**src/rtl/aesctr_pkg.sv**
```systemverilog
// Shared types, constants and functions for the AES-256 CTR encryptor.
`timescale 1ns / 1ps
package aesctr_pkg;

  localparam int unsigned BLOCK_W = 128;
  localparam int unsigned WORD_W  = 32;
  localparam int unsigned CFG_W   = 64;
  localparam int unsigned CFG_IDX_W = 3;
  localparam int unsigned RND_W   = 4;
  localparam logic [RND_W-1:0] LAST_ROUND = 4'd14;

  localparam logic [CFG_IDX_W-1:0] REG_KEY_A   = 3'd0;
  localparam logic [CFG_IDX_W-1:0] REG_KEY_B   = 3'd1;
  localparam logic [CFG_IDX_W-1:0] REG_KEY_C   = 3'd2;
  localparam logic [CFG_IDX_W-1:0] REG_KEY_D   = 3'd3;
  localparam logic [CFG_IDX_W-1:0] REG_NONCE_L = 3'd4;
  localparam logic [CFG_IDX_W-1:0] REG_NONCE_H = 3'd5;
  localparam logic [CFG_IDX_W-1:0] REG_OFFSET  = 3'd6;
  localparam logic [CFG_IDX_W-1:0] REG_BIG_END = 3'd7;

  typedef logic [7:0][WORD_W-1:0] key_win_t;
  typedef logic [3:0][WORD_W-1:0] key_quad_t;

  typedef struct packed {
    logic load;
    logic step;
    logic last_round;
    logic out_load;
  } dp_cmd_t;

  localparam logic [7:0] SBOX [256] = '{
    8'h63,8'h7c,8'h77,8'h7b,8'hf2,8'h6b,8'h6f,8'hc5,8'h30,8'h01,8'h67,8'h2b,8'hfe,8'hd7,8'hab,8'h76,
    8'hca,8'h82,8'hc9,8'h7d,8'hfa,8'h59,8'h47,8'hf0,8'had,8'hd4,8'ha2,8'haf,8'h9c,8'ha4,8'h72,8'hc0,
    8'hb7,8'hfd,8'h93,8'h26,8'h36,8'h3f,8'hf7,8'hcc,8'h34,8'ha5,8'he5,8'hf1,8'h71,8'hd8,8'h31,8'h15,
    8'h04,8'hc7,8'h23,8'hc3,8'h18,8'h96,8'h05,8'h9a,8'h07,8'h12,8'h80,8'he2,8'heb,8'h27,8'hb2,8'h75,
    8'h09,8'h83,8'h2c,8'h1a,8'h1b,8'h6e,8'h5a,8'ha0,8'h52,8'h3b,8'hd6,8'hb3,8'h29,8'he3,8'h2f,8'h84,
    8'h53,8'hd1,8'h00,8'hed,8'h20,8'hfc,8'hb1,8'h5b,8'h6a,8'hcb,8'hbe,8'h39,8'h4a,8'h4c,8'h58,8'hcf,
    8'hd0,8'hef,8'haa,8'hfb,8'h43,8'h4d,8'h33,8'h85,8'h45,8'hf9,8'h02,8'h7f,8'h50,8'h3c,8'h9f,8'ha8,
    8'h51,8'ha3,8'h40,8'h8f,8'h92,8'h9d,8'h38,8'hf5,8'hbc,8'hb6,8'hda,8'h21,8'h10,8'hff,8'hf3,8'hd2,
    8'hcd,8'h0c,8'h13,8'hec,8'h5f,8'h97,8'h44,8'h17,8'hc4,8'ha7,8'h7e,8'h3d,8'h64,8'h5d,8'h19,8'h73,
    8'h60,8'h81,8'h4f,8'hdc,8'h22,8'h2a,8'h90,8'h88,8'h46,8'hee,8'hb8,8'h14,8'hde,8'h5e,8'h0b,8'hdb,
    8'he0,8'h32,8'h3a,8'h0a,8'h49,8'h06,8'h24,8'h5c,8'hc2,8'hd3,8'hac,8'h62,8'h91,8'h95,8'he4,8'h79,
    8'he7,8'hc8,8'h37,8'h6d,8'h8d,8'hd5,8'h4e,8'ha9,8'h6c,8'h56,8'hf4,8'hea,8'h65,8'h7a,8'hae,8'h08,
    8'hba,8'h78,8'h25,8'h2e,8'h1c,8'ha6,8'hb4,8'hc6,8'he8,8'hdd,8'h74,8'h1f,8'h4b,8'hbd,8'h8b,8'h8a,
    8'h70,8'h3e,8'hb5,8'h66,8'h48,8'h03,8'hf6,8'h0e,8'h61,8'h35,8'h57,8'hb9,8'h86,8'hc1,8'h1d,8'h9e,
    8'he1,8'hf8,8'h98,8'h11,8'h69,8'hd9,8'h8e,8'h94,8'h9b,8'h1e,8'h87,8'he9,8'hce,8'h55,8'h28,8'hdf,
    8'h8c,8'ha1,8'h89,8'h0d,8'hbf,8'he6,8'h42,8'h68,8'h41,8'h99,8'h2d,8'h0f,8'hb0,8'h54,8'hbb,8'h16
  };

  function automatic logic [7:0] xt(input logic [7:0] a);
    xt = {a[6:0], 1'b0} ^ (a[7] ? 8'h1b : 8'h00);
  endfunction

  function automatic logic [7:0] rcon(input logic [2:0] idx);
    logic [7:0] v;
    unique case (idx)
      3'd0: v = 8'h01;
      3'd1: v = 8'h02;
      3'd2: v = 8'h04;
      3'd3: v = 8'h08;
      3'd4: v = 8'h10;
      3'd5: v = 8'h20;
      3'd6: v = 8'h40;
      default: v = 8'h00;
    endcase
    rcon = v;
  endfunction

  function automatic logic [WORD_W-1:0] sub_word(input logic [WORD_W-1:0] w);
    sub_word = {SBOX[w[31:24]], SBOX[w[23:16]], SBOX[w[15:8]], SBOX[w[7:0]]};
  endfunction

  function automatic logic [WORD_W-1:0] swap32(input logic [WORD_W-1:0] v);
    swap32 = {v[7:0], v[15:8], v[23:16], v[31:24]};
  endfunction

  function automatic logic [WORD_W-1:0] ctr_add(input logic [WORD_W-1:0] v,
                                                input logic [WORD_W-1:0] a,
                                                input logic be);
    ctr_add = be ? swap32(swap32(v) + a) : (v + a);
  endfunction

endpackage

```
**src/rtl/aesctr_ctrl.sv**
```systemverilog
// Round sequencer and handshake control for the AES-256 CTR encryptor.
`timescale 1ns / 1ps
module aesctr_ctrl (
  input  logic                clk,
  input  logic                rst_n,
  input  logic                in_valid,
  output logic                in_ready,
  output logic                out_valid,
  input  logic                out_ready,
  output aesctr_pkg::dp_cmd_t cmd
);

  localparam logic [1:0] ST_IDLE = 2'd0;
  localparam logic [1:0] ST_RUN  = 2'd1;
  localparam logic [1:0] ST_FIN  = 2'd2;

  logic [1:0]                   state_r, state_nxt;
  logic [aesctr_pkg::RND_W-1:0] rnd_r, rnd_nxt;
  logic                         oval_r, oval_nxt;
  logic                         slot_free;

  assign slot_free = !oval_r || out_ready;
  assign in_ready  = (state_r == ST_IDLE);
  assign out_valid = oval_r;

  always_comb begin
    state_nxt      = state_r;
    rnd_nxt        = rnd_r;
    oval_nxt       = oval_r && !out_ready;
    cmd            = '0;
    unique case (state_r)
      ST_IDLE: begin
        if (in_valid) begin
          cmd.load  = 1'b1;
          rnd_nxt   = aesctr_pkg::RND_W'(1);
          state_nxt = ST_RUN;
        end
      end
      ST_RUN: begin
        cmd.step = 1'b1;
        if (rnd_r == aesctr_pkg::LAST_ROUND) begin
          cmd.last_round = 1'b1;
          state_nxt      = ST_FIN;
        end else begin
          rnd_nxt = rnd_r + aesctr_pkg::RND_W'(1);
        end
      end
      ST_FIN: begin
        if (slot_free) begin
          cmd.out_load = 1'b1;
          oval_nxt     = 1'b1;
          state_nxt    = ST_IDLE;
        end
      end
      default: state_nxt = ST_IDLE;
    endcase
  end

  always_ff @(posedge clk) begin
    if (!rst_n) begin
      state_r <= ST_IDLE;
      rnd_r   <= '0;
      oval_r  <= 1'b0;
    end else begin
      state_r <= state_nxt;
      rnd_r   <= rnd_nxt;
      oval_r  <= oval_nxt;
    end
  end

endmodule

```
**config.mk**
```make
export PLATFORM = sky130hd
export DESIGN_NAME = aesctr_ctrl
export DESIGN_NICKNAME = d
export VERILOG_FILES = /design/src/rtl/aesctr_pkg.sv /design/src/rtl/aesctr_ctrl.sv
export SDC_FILE = /design/constraint.sdc
export NUM_CORES = 1
export LEC_CHECK = 0
export ABC_AREA = 0
export BUFFER_PORTS_ARGS = -buffer_cell sky130_fd_sc_hd__buf_2
export CAP_MARGIN = 5
export CORE_MARGIN = 3
export CORE_UTILIZATION = 25
export DETAILED_ROUTE_END_ITERATION = 8
export HOLD_SLACK_MARGIN = 0.03
export PLACE_DENSITY = 0.48
export SLEW_MARGIN = 20
export SYNTH_ARGS = -nofsm -noshare
export SYNTH_HDL_FRONTEND = slang
export SYNTH_SLANG_ARGS = --single-unit
```
**constraint.sdc**
```tcl
create_clock -name clk -period 1.65 [get_ports clk]
set_clock_uncertainty 0.1 [all_clocks]
set_input_delay 0 -clock clk [delete_from_list [all_inputs] [get_ports clk]]
set_output_delay 0 -clock clk [all_outputs]
set_load 0.03 [all_outputs]
```
==> summary.md <==
| Metric | Value |
|---|---|
| Status | finished, final reports clean |
| Sequential-to-total area share from yosys stat | 0.362 |
| Total power draw | 0.400 mW |
| Leakage Power | 0.203 nW |
| Final Max Tran Viols | 0 |
| Synth warn | 0 |
| Number of cell rows | 13 |
| Setup Buffers After CTS | 0 |
| Slew @ Worst Pin | 0.332 ns |
| DR WL/cell | 10.8 um |
| Fillcell total | 144 |
| Max VDD drop | 0.322 mV |
| Main synth FF type | dfxtp_1 |
| Switching power | 0.111 mW |
| Vias per cell | 4.71 |
| Async SR Flop Fraction | 0 |
| Seq pwr share | 0.452 |
| Slew HR | 0.779 |
| CP Launch Type | register |
| Syn_nets | 46 |
| CP Capture Type | output pin |
| Clk_lat worst skew | 0.26 ns |
| N_diodes | 0 |
| Die W | 45.3 um |
| I/O Buffers | 9 |
| Fin. Hold Viols | 0 |
| Peak per-stage delay on the critical path | 0.34 ns |
| CTS H-tree depth | 1 |
| Mapped Cells | 40 |
| FMAX | 662 MHz |
| Total length of routed wires | 748 um |
| GR Overflow Total | 0 |
| Worst EP required | 1.55 ns |
| Largest net degree at the start of global routing | 9 |
| CP Max Fanout | 5 |
| Top-count cell post-synth | dfxtp_1 |
| CTS clock-pin slew for the worst setup and hold paths | 0.06 ns |
| Setup slack after layout | 0.139 ns |
| Area growth syn-to-layout | 27.8% |
| Starting DRT DRC Count | 3 |
| Tmin final | 1.51 ns |
| First drt pass iteration count | 4 |
| Fraction of layout cells with a size suffix above 1 | 0.352 |
| Clk pwr share | 0.404 |
| Hold Path Class | input port to register |
| Pwr per Cell Area | 810 nW/um^2 |
| Crit path kind | register to output pin |
| Dpl ws | 0.230 ns |
| Cell variety after synth | 24 |
| Total GRT Usage | 0.0911 |
| RD Place Congestion | 0.748 |
| Cells on Worst Hold Path | 4 |
| RSZ-0062 raised after global routing | no |
| Vias in the first global route | 266 |
| Fin crit share | 0.916 |
| #FFs+latches synth | 7 |
| Total CTS buffers | 3 |
| Layout Nets | 61 |
| Largest cells by area after synthesis | dfxtp_1 36%, ha_1 6.5%, a41oi_2 4.2% |
| CP max stage cell | dfxtp_1 |
| Setup TNS | 0 ns |
| Switch share | 0.278 |
| Post-synth top area cell | dfxtp_1 |
| Cells along the critical path | inv_1 > ha_1 > nand3_1 > nor3b_2 > buf_2 |
| Reg2Reg Depth | 4 |
| Clock Path Buffers | 2 |
| Post-synth EDFFs | 0 |
| Final routed DRC violation total | 0 |
| DIE AREA | 2050 sq um |
| Vias | 325 |
| Final HPWL DP | 555 um |
| Yosys top cell area share | 0.362 |
| Max-cap violations | 0 |
| First-pass GRT wire length | 1.22 mm |
| Starting Density | 0.280 |
| Synthesized area | 387 sq um |
| WP data arrival | 1.41 ns |
| CTS tree | yes |
| CTS Sinks | 7 |
| Clock root buffer | clkbuf_4 |
| Post-route ant nets | 0 |
| Core ar. | 1380 sq um |
| Antenna violations before repair | 0 |
| Worst hold slack | 0.134 ns |
| Top Ports | 10 |
| Die height | 45.3 um |
| Combinational power share | 0.144 |
| Mean area per synthesized cell | 9.67 sq um |
| Count of final setup violators | 0 |
| Internal Power | 0.289 mW |
## path summary, 6_finish.rpt
kind                                             from               endpoint  slack (ns)
worst min-delay path                         in_valid  rnd_r[1]$_SDFFE_PN0P_        0.13
worst max register to register  rnd_r[0]$_SDFFE_PN0P_  rnd_r[3]$_SDFFE_PN0P_        0.23
worst min register to register  rnd_r[1]$_SDFFE_PN0P_  rnd_r[1]$_SDFFE_PN0P_        0.40
worst max-delay path            rnd_r[0]$_SDFFE_PN0P_                 cmd[1]        0.14
## final cells by class
type / count / area (sq um) / area share
well taps: 15 / 18.8 / 0.0380
multi-input cells: 29 / 228 / 0.461
clock inverters: 1 / 5.00 / 0.0101
inverters: 2 / 7.51 / 0.0152
flip-flops and latches: 7 / 140 / 0.284
clock buffers: 3 / 22.5 / 0.0456
repair buffers: 12 / 72.6 / 0.147
## sequential cells by signal, summed over array words and instances (netlist names)
signal,cells
rnd_r,4
state_r,2
out_valid,1
## cells in the final DEF (no fill, tap or decap), drive strengths merged
cell	count
buf	10
dfxtp	7
clkbuf	3
nand2b	3
nor2	2
nor2b	2
inv	2
nand3	2
and2	2
nand2	2
nand3b	2
o21a	2
ha	2
dlygate4sd3	2
a21oi	2
nor3b	1
o21bai	1
a41oi	1
a311oi	1
mux2i	1
a31oi	1
nand4	1
o221ai	1
clkinv	1
## cell families after synthesis
family,after synthesis,synth area share
buf+inv,4,0.0485
fa+ha+maj,2,0.0647
simple gates,17,0.285
compound gates,9,0.214
flops,7,0.362
mux,1,0.0259
## repair_timing
action                    CTS  global route
hold endpoints to repair    6             0
hold buffers                2             0
resized for setup           0             0
## critical path, delay by kind of cell, from the launching register on
family	cells	cell delay [ns]
buf+inv	2	0.30
simple gates	2	0.33
flops	1	0.34
fa+ha+maj	1	0.18
## through the flow
| step | std cells | utilization | instance area [sq um] |
|---|---|---|---|
| after floorplan | 40 | - | 387 |
| after global placement | 63 | 0.323 | 447 |
| after detailed placement | 63 | 0.323 | 447 |
| after CTS | 69 | 0.357 | 494 |
| after global routing | 69 | 0.357 | 494 |
| final | 69 | 0.357 | 494 |
## power groups by stage
stage          combinational [mW]  sequential [mW]  clock, mW
2_1_floorplan              0.0416            0.183          0
3_3_place_gp               0.0547            0.185          0
3_5_place_dp               0.0543            0.185          0
4_1_cts                    0.0580            0.181      0.169
5_1_grt                    0.0624            0.182      0.183
6_report                   0.0577            0.181      0.162
## metal layers
metal,part of all wire,wire [um],global-route usage,vias to the layer above
met4,0.031,23,0.0702,0
met3,0.067,50,0.0598,4
met2,0.44,330,0.116,8
met5,0,0,0,-
met1,0.46,344,0.105,143
li1,-,-,-,170
No activity file was read; power rests on OpenSTA's default activity.
